--- src/rtl/htc_pkg.sv ---
`timescale 1ns / 1ps
`default_nettype none
package htc_pkg;

   localparam int MAX_POLY_VERTS_DEF = 16;
   localparam int COORD_BITS_DEF     = 32;
   localparam int TFRAC              = 30;
   localparam int MAX_TRIS           = 5;
   localparam int TQ_DEPTH           = 2;
   localparam int RSP_DEPTH          = 4;
   localparam int DIST_W             = 34;

   typedef struct packed {
      logic [31:0] x;
      logic [31:0] y;
      logic [31:0] z;
      logic [31:0] w;
   } vertex_type;

   typedef struct packed {
      vertex_type [2:0] v;
      logic [7:0]       tag;
   } tri_type;

   typedef struct packed {
      vertex_type v;
      logic [7:0] tag;
      logic       eot;
      logic       last;
   } rsp_type;

   typedef enum logic [1:0] {
      PLANE_BOTTOM = 2'd0,
      PLANE_RIGHT  = 2'd1,
      PLANE_LEFT   = 2'd2,
      PLANE_TOP    = 2'd3
   } plane_type;

   typedef enum logic [3:0] {
      ST_IDLE,
      ST_LOAD,
      ST_PASS_START,
      ST_PASS_FIRST,
      ST_EDGE_RD,
      ST_EDGE_EVAL,
      ST_DIV_WAIT,
      ST_MUL,
      ST_ADD,
      ST_WR_CROSS,
      ST_PUSH_B,
      ST_PASS_END,
      ST_EMIT_CHK,
      ST_EMIT_RD,
      ST_EMIT_WR
   } state_type;

   function automatic logic signed [DIST_W-1:0] plane_dist(plane_type p, vertex_type v);
      logic signed [DIST_W-1:0] x;
      logic signed [DIST_W-1:0] y;
      logic signed [DIST_W-1:0] w;
      logic signed [DIST_W-1:0] d;
      x = DIST_W'($signed(v.x));
      y = DIST_W'($signed(v.y));
      w = DIST_W'($signed(v.w));
      case (p)
         PLANE_BOTTOM: d = -y - w;
         PLANE_RIGHT:  d = x - w;
         PLANE_LEFT:   d = -x - w;
         PLANE_TOP:    d = y - w;
         default:      d = '0;
      endcase
      return d;
   endfunction

endpackage
`default_nettype wire

--- src/rtl/htc_rsp_fifo.sv ---
`timescale 1ns / 1ps
`default_nettype none
module htc_rsp_fifo import htc_pkg::*; (
   input  wire logic clock,
   input  wire logic reset,
   input  wire logic wr,
   input  rsp_type   wdata,
   output logic      fifo_full,
   output logic      fifo_empty,
   input  wire logic rd,
   output rsp_type   rdata
);
   localparam int PW = $clog2(RSP_DEPTH);

   rsp_type       q_ff [RSP_DEPTH];
   logic [PW-1:0] wp_ff, rp_ff;
   logic [PW:0]   cnt_ff;
   logic          do_wr, do_rd;

   assign fifo_full  = (cnt_ff == (PW+1)'(RSP_DEPTH));
   assign fifo_empty = (cnt_ff == '0);
   assign do_wr = wr && !fifo_full;
   assign do_rd = rd && !fifo_empty;
   assign rdata = q_ff[rp_ff];

   always_ff @(posedge clock) begin
      if (reset) begin
         wp_ff <= '0;
         rp_ff <= '0;
         cnt_ff <= '0;
      end else begin
         wp_ff <= wp_ff + PW'(do_wr);
         rp_ff <= rp_ff + PW'(do_rd);
         cnt_ff <= cnt_ff + (PW+1)'(do_wr) - (PW+1)'(do_rd);
      end
      if (do_wr) begin
         q_ff[wp_ff] <= wdata;
      end
   end
endmodule
`default_nettype wire

--- config.mk ---
export PLATFORM = sky130hd
export DESIGN_NAME = htc_rsp_fifo
export DESIGN_NICKNAME = d
export VERILOG_FILES = /design/src/rtl/htc_pkg.sv /design/src/rtl/htc_rsp_fifo.sv
export SDC_FILE = /design/constraint.sdc
export NUM_CORES = 1
export LEC_CHECK = 0
export BUFFER_PORTS_ARGS = -buffer_cell sky130_fd_sc_hd__buf_2
export CORE_MARGIN = 2
export CORE_UTILIZATION = 39
export DETAILED_ROUTE_END_ITERATION = 8
export PLACE_DENSITY = 0.64
export SYNTH_ARGS = -nofsm -noshare
export SYNTH_HDL_FRONTEND = slang
export SYNTH_SLANG_ARGS = --single-unit
--- constraint.sdc ---
create_clock -name clock -period 11.5 [get_ports clock]
set_clock_uncertainty 0.05 [all_clocks]
set_input_delay 1.15 -clock clock [delete_from_list [all_inputs] [get_ports clock]]
set_output_delay 1.15 -clock clock [all_outputs]
set_load 0.03 [all_outputs]
## After elaboration in Yosys (flattened, before gate mapping)

Memories as Yosys holds them, arrays and structs flattened. A register that Yosys moved wholly into a read port is not among the register bits.
Index checks and enable logic that the tools add are counted.

| storage, ports and cells | value |
|---|---|
| flip-flop bits (word level) | 7 |
| memory bits (writable) | 552 |
| input port bits | 142 |
| word-level logic and storage cells | 17 |
| memories | 1 |

Memory list:

| memory | depth | bits a word | read ports | clocked after Yosys merged registers in | wr ports | RTL line | RTL |
|---|---|---|---|---|---|---|---|
| q_ff | 4 | 138 | 1 | 1 | 1 | htc_rsp_fifo.sv:15 | `rsp_type q_ff [RSP_DEPTH];` |

| operators by class | value |
|---|---|
| add/subtract/negate cells | 4 |
| equal/unequal tests | 1 |
| muxes and demuxes | 3 |
| reductions and logical operators | 5 |

Operators with widths:

| operator | count |
|---|---|
| 2-bit by 1-bit adder with 2-bit output | 2 |
| 3-bit by 1-bit adder with 3-bit output | 1 |
| 3-bit equality test (second input constant) | 1 |
| 3-bit zero test | 1 |
| 3-bit by 1-bit subtractor with 3-bit output | 1 |
| 1-bit logical AND | 2 |
| 1-bit zero test | 2 |
| 1-bit 2-to-1 mux | 2 |
| 2-bit 2-to-1 mux | 1 |

## Logic depth before layout (Yosys ltp)

| depth | value |
|---|---|
| depth in word-level cells | 5 |
| gate-level depth with buffers | 9 |
| depth with buffers taken out | 9 |

## Worst setup path before layout

OpenSTA, ideal clock, no wires.

| timing | value |
|---|---|
| kind | input-to-reg |
| start point | in wr |
| end point | mem q_ff[1][0] (netlist name), enable pin |
| arrival | 11.292 ns |
| required time | 10.617 ns |
| setup slack | -0.675 ns |
| stages | 2 |
| buffers on the path | 0 |
| cells stage by stage | nand2b_1 > nor3b_1 |

| on the way | value |
|---|---|
| cells in the longest elaborated chain, start to end | 3 |

RTL lines:

| item | RTL line | RTL |
|---|---|---|
| start, declared | htc_rsp_fifo.sv:6 | `input wire logic wr,` |
| 1-bit logical AND | htc_rsp_fifo.sv:22 | `assign do_wr = wr && !fifo_full;` |
| 1-bit 2-to-1 mux | htc_rsp_fifo.sv:36 | `if (do_wr) begin` |
| 1-bit 2-to-1 mux (not written as such) | htc_rsp_fifo.sv:37 | `q_ff[wp_ff] <= wdata;` |
| end, declared | htc_rsp_fifo.sv:15 |  |

Every way passes these cells.

==> reports/results.txt <==
Fin. Hold Viols - 0
Final core utilization - 47.0%
Sequential share of the synthesized area - 82.5%
Largest net degree at the start of global routing - 139
Die area - 0.0538 sq mm
Die W - 232 microns
CTS tree - yes
Power Total - 5.73 mW
Non-filler cells, final - 1801
DR vias/cell - 4.97
CTS clk-pin slew, worst paths - 0.06 ns
Commonest non-fill, non-tap cell in the layout - edfxtp_1
Die Ht - 232 microns
Syn nets - 901
Mapped Area - 0.0203 sq mm
CP startpoint kind - register
Placed insts - 1697
Most frequent cells in the layout - 552 x edfxtp_1, 281 x buf_2, 138 x mux4_2
Initial Utilization - 39.5%
Clk buf depth - 3
DP Worst Slack - 7.18 ns
Min-Delay Path Class - reg2reg
Number of synthesized register bits - 559
Crit path arrival time - 3.56 ns
First-pass GRT wire length - 58900 microns
Maximum VDD drop - 0.145 mV
Area delta synth->final - 19.0%
Final setup margin - 6.74 ns
Final setup viols - 0
# clock sinks - 559
DRT iter0 DRCs - 513
Normalized max-slew margin - 32.9%
Synth top area share - 81.8%
Worst reg-to-reg setup slack - 8.70 ns
First-pass DRT Iterations - 5
GP Congestion - 0.680
P_sw - 1.75 mW
LEAKAGE - 7.91 nW
Initial antenna violation count - 6
I/O pin total - 282
Crit path time final - 4.76 ns
DR vias - 8949
Num CTS Buffers - 56
Pwr Density - 238 mW/mm^2
Root buffer cell - clkbuf_16
CORE AREA - 0.0513 sq mm
Post-route ant nets - 0
Row count - 83
Sequential Power Share - 44.3%
# hold bufs at CTS - 0
RSZ-0062 raised after global routing - false
Crit Path Max Fanout - 46
Sw Ratio - 30.6%
IO buf count - 281
Setup Fix Bufs, Post-CTS - 0
Max Cap Violations - 0
Total wire length - 39000 microns
Avg Cell Area, Syn - 26.8 sq um
Synth area leaders - edfxtp_1 82%, mux4_2 15%, dfxtp_1 0.69%
Pint - 3.98 mW
F_max - 210 MHz
Fin crit share - 41.4%
Clock Power Share - 29.1%
Clk Latency, worst-skew pair - 0.59 ns
Slew Limit Fails - 0
Worst-Margin Slew - 1.01 ns
Critical Path RT - 10.30 ns
NumNets Final - 1220
Layout cells sized above 1 - 45.6%
Crit Path Category - reg2out
Worst setup EP type - output pin
Post-synth top area cell - edfxtp_1
Yosys cell types - 21
Comb pwr share - 26.6%
Global route overflow - 0
H-tree Lvls - 2
Cts repair resizes - 0
DRC - 0
All-Layer GR Usage - 14.6%
Status - finished clean
Wire per inst - 21.7 microns
Vias in the first global route - 9782
Hold_ws - 0.557 ns
Post-DP HPWL - 21900 microns
Synthesized instance count - 756
Synth warnings - 0
==> stage by stage <==
| step | setup TNS, ns | area [sq um] |
|---|---|---|
| global route | 0 | 24100 |
| global placement | 0 | 22400 |
| finish | 0 | 24100 |
| CTS | 0 | 24100 |
| detailed placement | 0 | 22400 |
| floorplan | -183.51 | 20300 |
==> cells by family (layout without fill, tap and decap cells) <==
logic type	Yosys count	count (layout)	synth area share, %
multiplexers	138	138	15.3
buffers and inverters	33	394	1.18
XOR/XNOR	6	6	0.259
AND/OR/NAND/NOR	15	15	0.420
other	0	4	0
flip-flops	559	559	82.5
adder cells (fa/ha/maj)	3	3	0.222
AO/OA/AOI/OAI	2	2	0.0803
==> synthesized netlist by cell type <==
master and count:
buf_1 1, nand2b_1 2, o31ai_1 1, nor3_1 2, mux4_2 138, xor2_1 2, o311ai_0 1, nor2b_1 3
buf_4 2, xnor2_1 4, nor2_1 4, inv_1 2, ha_1 2, clkbuf_1 2, dfxtp_1 7, buf_2 14
and3_1 1, edfxtp_1 552, fa_1 1, buf_6 12, nor3b_1 3
==> sequential cells by signal (all words and copies together), names as in the netlist <==
name,cells
cnt_ff,3
wp_ff,2
q_ff,552
rp_ff,2
==> power by group through the flow <==
stage	Sequential [mW]	Clock (mW)	Combinational, mW
after CTS	2.54	1.72	1.57
after floorplan	2.63	0	1.16
final	2.54	1.67	1.53
after global placement	2.57	0	1.56
after global routing	2.56	1.80	1.63
after detailed placement	2.58	0	1.57
==> routing by layer <==
layer,wire (microns),GRT usage (%)
met1,15700,18.0
met2,19500,24.4
met3,2990,5.29
met4,814,3.95
met5,34,0
==> worst paths after layout <==
path,start,to,cells after the start
worst max-delay path,rp_ff[0],rdata[28],4
worst min-delay path,wp_ff[1],wp_ff[1],2
worst min register to register,wp_ff[1],wp_ff[1],2
worst max register to register,cnt_ff[1],q_ff[1][89],4
==> critical path, cell delays in order (launching register included) <==
cell and delay, ns:
dfxtp_4 0.44, buf_4 0.75, buf_4 0.84, mux4_2 0.63, buf_2 0.20
==> area by class of cell <==
class / count / area, sq um
inverter: 2 / 7.51
clock inverter: 29 / 194
fill: 4222 / 27200
antenna: 4 / 10.0
timing repair buffer: 292 / 1530
clock buffer: 71 / 1480
multi-input combinational: 164 / 3330
tap: 680 / 851
sequential: 559 / 16700
Power figures use the tool's default switching activity.
