### src/rtl/htc_pkg.sv
`timescale 1ns / 1ps
`default_nettype none
package htc_pkg;

   localparam int MAX_POLY_VERTS_DEF = 16;
   localparam int COORD_BITS_DEF     = 32;
   localparam int TFRAC              = 30;
   localparam int MAX_TRIS           = 5;
   localparam int TQ_DEPTH           = 2;
   localparam int RSP_DEPTH          = 4;
   localparam int DIST_W             = 34;

   typedef struct packed {
      logic [31:0] x;
      logic [31:0] y;
      logic [31:0] z;
      logic [31:0] w;
   } vertex_type;

   typedef struct packed {
      vertex_type [2:0] v;
      logic [7:0]       tag;
   } tri_type;

   typedef struct packed {
      vertex_type v;
      logic [7:0] tag;
      logic       eot;
      logic       last;
   } rsp_type;

   typedef enum logic [1:0] {
      PLANE_BOTTOM = 2'd0,
      PLANE_RIGHT  = 2'd1,
      PLANE_LEFT   = 2'd2,
      PLANE_TOP    = 2'd3
   } plane_type;

   typedef enum logic [3:0] {
      ST_IDLE,
      ST_LOAD,
      ST_PASS_START,
      ST_PASS_FIRST,
      ST_EDGE_RD,
      ST_EDGE_EVAL,
      ST_DIV_WAIT,
      ST_MUL,
      ST_ADD,
      ST_WR_CROSS,
      ST_PUSH_B,
      ST_PASS_END,
      ST_EMIT_CHK,
      ST_EMIT_RD,
      ST_EMIT_WR
   } state_type;

   function automatic logic signed [DIST_W-1:0] plane_dist(plane_type p, vertex_type v);
      logic signed [DIST_W-1:0] x;
      logic signed [DIST_W-1:0] y;
      logic signed [DIST_W-1:0] w;
      logic signed [DIST_W-1:0] d;
      x = DIST_W'($signed(v.x));
      y = DIST_W'($signed(v.y));
      w = DIST_W'($signed(v.w));
      case (p)
         PLANE_BOTTOM: d = -y - w;
         PLANE_RIGHT:  d = x - w;
         PLANE_LEFT:   d = -x - w;
         PLANE_TOP:    d = y - w;
         default:      d = '0;
      endcase
      return d;
   endfunction

endpackage
`default_nettype wire

### src/rtl/htc_front.sv
`timescale 1ns / 1ps
`default_nettype none
module htc_front import htc_pkg::*; #(
   parameter int COORD_BITS = COORD_BITS_DEF
) (
   input  wire logic        clock,
   input  wire logic        reset,
   input  wire logic        push,
   output logic             full,
   input  wire logic [31:0] req_pos_x,
   input  wire logic [31:0] req_pos_y,
   input  wire logic [31:0] req_pos_z,
   input  wire logic [31:0] req_pos_w,
   input  wire logic [7:0]  req_tri_tag,
   output logic             tri_valid,
   output tri_type          tri_head,
   input  wire logic        tri_pop
);
   localparam int PW = $clog2(TQ_DEPTH);

   logic [1:0]  phase_ff, phase_in;
   vertex_type  v0_ff, v0_in, v1_ff, v1_in;
   logic [7:0]  tag_ff, tag_in;
   tri_type     q_ff [TQ_DEPTH];
   logic [PW-1:0] wp_ff, wp_in, rp_ff, rp_in;
   logic [PW:0] cnt_ff, cnt_in;
   vertex_type  cur;
   logic        acc, enq;

   function automatic logic [31:0] sext(logic [31:0] v);
      logic signed [COORD_BITS-1:0] t;
      t = v[COORD_BITS-1:0];
      return 32'(t);
   endfunction

   assign cur  = '{x: sext(req_pos_x), y: sext(req_pos_y), z: sext(req_pos_z),
                   w: sext(req_pos_w)};
   assign full = (cnt_ff == (PW+1)'(TQ_DEPTH));
   assign acc  = push && !full;
   assign enq  = acc && (phase_ff == 2'd2);
   assign tri_valid = (cnt_ff != '0);
   assign tri_head  = q_ff[rp_ff];

   always_comb begin
      phase_in = phase_ff;
      v0_in = v0_ff;
      v1_in = v1_ff;
      tag_in = tag_ff;
      if (acc) begin
         case (phase_ff)
            2'd1: begin
               v1_in = cur;
               phase_in = 2'd2;
            end
            2'd2: phase_in = 2'd0;
            default: begin
               v0_in = cur;
               tag_in = req_tri_tag;
               phase_in = 2'd1;
            end
         endcase
      end
      wp_in  = enq ? wp_ff + 1'b1 : wp_ff;
      rp_in  = (tri_pop && tri_valid) ? rp_ff + 1'b1 : rp_ff;
      cnt_in = cnt_ff + (PW+1)'(enq) - (PW+1)'(tri_pop && tri_valid);
   end

   always_ff @(posedge clock) begin
      if (reset) begin
         phase_ff <= '0;
         tag_ff <= '0;
         wp_ff <= '0;
         rp_ff <= '0;
         cnt_ff <= '0;
      end else begin
         phase_ff <= phase_in;
         tag_ff <= tag_in;
         wp_ff <= wp_in;
         rp_ff <= rp_in;
         cnt_ff <= cnt_in;
      end
      v0_ff <= v0_in;
      v1_ff <= v1_in;
      if (enq) begin
         q_ff[wp_ff] <= '{v: '{cur, v1_ff, v0_ff}, tag: tag_ff};
      end
   end
endmodule
`default_nettype wire

### config.mk
export PLATFORM = sky130hd
export DESIGN_NAME = htc_front
export DESIGN_NICKNAME = d
export VERILOG_FILES = /design/src/rtl/htc_pkg.sv /design/src/rtl/htc_front.sv
export SDC_FILE = /design/constraint.sdc
export NUM_CORES = 1
export LEC_CHECK = 0
export BUFFER_PORTS_ARGS = -buffer_cell sky130_fd_sc_hd__buf_2
export CORE_MARGIN = 3
export CORE_UTILIZATION = 46
export CTS_CLUSTER_SIZE = 16
export DETAILED_ROUTE_END_ITERATION = 12
export GPL_ROUTABILITY_DRIVEN = 0
export PLACE_DENSITY = 0.69
export SYNTH_ARGS = -nofsm -noshare
export SYNTH_HDL_FRONTEND = slang
export SYNTH_SLANG_ARGS = --single-unit
### constraint.sdc
create_clock -name clock -period 24.8 [get_ports clock]
set_input_delay 4.96 -clock clock [delete_from_list [all_inputs] [get_ports clock]]
set_output_delay 4.96 -clock clock [all_outputs]
set_load 0.01 [all_outputs]
# After elaboration in Yosys (flattened, before gate mapping)
# Memory sizes are Yosys's and may differ from the RTL's. A register that Yosys moved wholly into a read port is not among the register bits.
# Cells that the tools add are included.
totals:
  elab_cells: 35
  ramBits: 784
  ff_bits: 270
  out_inout_bits: 394
  memories: 1
  input_bits: 140
classes:
  addsub: 4
  mux: 5
  eq_ne: 3
  bitwise_logic: 1
  reduce_logical: 8
mem_list:
  columns: ["name", "depth", "word_bits", "rd", "rd_clocked_by_memory_dff", "write_ports", "line", "text"]
  rows:
  - ["q_ff", 2, 392, 1, 1, 1, "htc_front.sv:24", "tri_type q_ff [TQ_DEPTH];"]
op_table:
  columns: ["cell", "count"]
  rows:
  - ["== test 2 bit, second input constant", 2]
  - ["2-to-1 mux 1 bit", 4]
  - ["case mux 2 bit (2 select lines)", 1]
  - ["AND reduction 2 bit", 2]
  - ["logical AND 1 bit", 3]
  - ["adder 1 bit, second input constant", 2]
  - ["adder 2 x 1 -> 2 bit", 1]
  - ["== test 2 x 1 -> 1 bit, second input constant", 1]
  - ["nonzero test 2 bit", 1]
  - ["OR reduction 2 bit", 1]
  - ["subtractor 2 x 1 -> 2 bit", 1]
  - ["zero test 1 bit", 1]
  - ["inverter 1 bit", 1]

# Logic depth before layout (Yosys ltp)
depth:
  word_depth: 6
  mapped_depth: 7
  depth_no_buf: 7

# Worst setup path after synthesis
# Ideal clock, no wire load.
synth_path:
  path_kind: "input to register"
  startpoint: "in push"
  endpoint: "mem q_ff[0][0] (netlist name) (enable)"
  cell_stages: 2
  path_buffers: 0
  required_ns: 23.598
  t_arrival_ns: 22.266
  setup_ns: 1.202
  setup_slack_ns: 1.333
  cell_sequence: "and3_1 nor2b_1"
synth_between:
  elab_chain_len: 4
synth_lines:
  columns: ["element", "line", "text"]
  rows:
  - ["start: declaration", "htc_front.sv:8", "input wire logic push,"]
  - ["logical AND 1 bit", "htc_front.sv:39", "assign acc = push && !full;"]
  - ["logical AND 1 bit", "htc_front.sv:40", "assign enq = acc && (phase_ff == 2'd2);"]
  - ["2-to-1 mux 1 bit", "htc_front.sv:84", "if (enq) begin"]
  - ["2-to-1 mux 1 bit (not written as such)", "htc_front.sv:85", "q_ff[wp_ff] <= '{v: '{cur, v1_ff, v0_ff}, tag: tag_ff};"]
  - ["end: declaration", "htc_front.sv:24", null]
# No other way between the ends.

==> metrics.cfg <==
[power_and_ir_drop]
seq_power_share_pct = 53.3
vdd_drop_max_mv = 0.0665
p_sw_share_pct = 20.9
p_per_area_nw_per_um2 = 84.3
power_switching_w = 0.000801
intPower_w = 0.00302
clkPwrFrac_pct = 40.3
p_leak_nw = 16.3
combPwrFrac_pct = 6.4

[cts]
tritoncts = built
clock_latency_ns = 0.65
postCtsResizedCells = 0
cts-hold-fix-buffers = 0
cts-buffers-inserted = 105
ctsRootBufferMaster = clkbuf_16
clock_sinks = 1055
htree_levels = 3
clock_path_buffers = 3
clk_pin_slew_ns = 0.06
postCtsSetupBuffers = 0

[finish]
drive_gt1_share_pct = 49.2
areaGrowthSynthToFinish_pct = 17.5
final_common_cell = edfxtp_1
fin_nets = 2297
final_core_util_pct = 54.9
final_cell_mix = edfxtp_1 (1040), buf_2 (533), mux2_4 (380)
final.fill_count = 6210

[global_routing]
grt_pass1_vias = 17200
globalRouteOverflowTotal = 0
use_met3_pct = 4.86
grt_use_met1_pct = 19.3
busiest_layer = met2
grt_pass1_wl_um = 105000
grt_util_met2_pct = 27.2
grtUsageTotal_pct = 15.9
grt_max_degree = 167
antenna_found_initial = 3

[die]
io_pins = 534
die_y_um = 296
num_rows = 105
coreArea_um2 = 82600
die-width_um = 296
start_util_pct = 46.7
die-area_um2 = 87400

[sta]
slew_headroom_pct = 23.4
hold_violations = 0
setup_viol = 0
period_share_pct = 40.9
setup_tns_ns = 0
drv_slew = 0
max_freq_ghz = 0.0985
whs_ns = 0.435
fin_skew_ns = 0.0215
layout_setup_ws_ns = 14.65
layout_min_cycle_time_ns = 10.15
worst_slew_pin_slew_ns = 1.15
rsz0062_at_grt = no

[critical_path]
r2r_start = cnt_ff[0]
endpoint_kind = output pin
required_ns = 19.84
crit_path_frequent_cell = buf_4
cpPeakStageDelay_ns = 1.06
cp.arrival_ns = 5.19
path_max_fanout = 61
path_class = reg -> out
cpMaxStageDelayCell = dfxtp_4
r2r-end = q_ff[0][318]
worstRegToRegCells = 6
r2r_slack_ns = 20.11
cp_cell_sequence = buf_4, buf_4, buf_4, mux2_4, buf_2
start_kind = flop

[job]
max_cap_violations = 0

[worst_hold_path]
min_to = q_ff[1][14]
min_from = v0_ff[6]
hp-class = reg -> reg
holdPathStages = 0

[drt]
dr.pass1.iters = 7
viasPerCell = 4.96
wl_per_cell_um = 21.6
wirelength_um = 71500
ant_nets = 0
drc_errors = 0
via_count = 16400
drt_iter0_drc = 1039

[placement]
numPortBuffers = 533
dp_hpwl_um = 44800
pre_cts_ws_ns = 15.27

[logic_synthesis]
yosys.cell_types.count = 27
yosys_warnings = 0
seq_area_frac_synth_pct = 81.7
syn_area_um2 = 38600
synth_seq_cells = 1055
syn-mean-instance-area_um2 = 25.0
netlist_instances = 1545
synth_fp_nets = 1689

[run_status]
status = finished clean

-- metal layers --
metal / vias up / wire length, µm
met5: - / 13
met3: 108 / 5280
li1: 7418 / -
met4: 2 / 1680
met2: 509 / 36800
met1: 8399 / 27700
-- state kept, by name, indices dropped and copies added, names as in the netlist, named ones only --
signal    count
rp_ff         1
q_ff        784
cnt_ff        2
v1_ff       128
tag_ff        8
v0_ff       128
wp_ff         1
phase_ff      2
-- synthesized netlist by cell type, drive strengths merged --
cell | n | area (µm²)
nand2 | 5 | 18.8
nor3 | 2 | 10.0
dfxtp | 15 | 300
a21oi | 2 | 10.0
a21boi | 1 | 7.51
clkbuf | 1 | 3.75
nand3 | 3 | 15.0
or2 | 1 | 6.26
mux2i | 8 | 80.1
xnor2 | 2 | 17.5
o21a | 1 | 7.51
and3 | 2 | 12.5
ha | 4 | 50.1
xor2 | 1 | 8.76
edfxtp | 1040 | 31200
mux2 | 392 | 5840
nor2b | 2 | 12.5
nor2 | 11 | 41.3
and2 | 1 | 6.26
a211oi | 1 | 7.51
nand2b | 1 | 13.8
buf | 45 | 865
inv | 4 | 15.0
-- how the worst max path moves through the flow --
stage	slack, ns	start	endpoint	depth (start not counted)
final	14.65	flop	tri_head[53]	5
after global routing	14.34	flop	tri_head[53]	5
after CTS	14.58	flop	tri_head[53]	5
after detailed placement	15.27	flop	tri_head[53]	5
after global placement	15.40	flop	tri_head[200]	5
after floorplan	1.33	push	q_ff[0][0]	2
-- cells by family (layout without fill, tap and decap cells) --
group | after synthesis | after routing | share of synthesized area [%]
adder cells (fa/ha/maj) | 4 | 4 | 0.130
XOR/XNOR | 3 | 3 | 0.0681
flip-flops | 1055 | 1055 | 81.7
AO/OA/AOI/OAI | 5 | 5 | 0.0843
multiplexers | 400 | 400 | 15.3
buffers and inverters | 50 | 746 | 2.29
AND/OR/NAND/NOR | 28 | 28 | 0.354
other | 0 | 4 | 0
-- cell type report --
type | instances | area (µm²) | area share (%)
clock buffers | 121 | 2710 | 5.97
repair buffers | 547 | 2820 | 6.23
diodes | 4 | 10.0 | 0.0221
multi-input cells | 440 | 6180 | 13.6
well taps | 1070 | 1340 | 2.95
flip-flops and latches | 1055 | 31500 | 69.5
inverters | 4 | 20.0 | 0.0442
clock inverters | 74 | 727 | 1.60
-- per-stage QoR --
stage / instance area, µm² / power [W] / std cells
floorplan: 38600 / 0.00225 / 1545
global placement: 41900 / 0.00232 / 3116
detailed placement: 41900 / 0.00232 / 3116
CTS: 45300 / 0.00387 / 3311
global route: 45300 / 0.00396 / 3312
finish: 45300 / 0.00382 / 3315
-- power groups by stage --
| stage | Combinational, W | Sequential [W] | Clock, W |
|---|---|---|---|
| 6_report | 0.000245 | 0.00204 | 0.00154 |
| 5_1_grt | 0.000262 | 0.00204 | 0.00166 |
| 4_1_cts | 0.000251 | 0.00204 | 0.00158 |
| 3_5_place_dp | 0.000250 | 0.00207 | 0 |
| 3_3_place_gp | 0.000247 | 0.00207 | 0 |
| 2_1_floorplan | 0.000179 | 0.00208 | 0 |
-- critical path, delay by kind of cell, from the launching register on --
family                 cells  cell delay (ns)
buffers and inverters      4             2.93
DFF                        1             1.06
muxes                      1             0.36
Note: power is estimated with default switching activity, not from simulation.
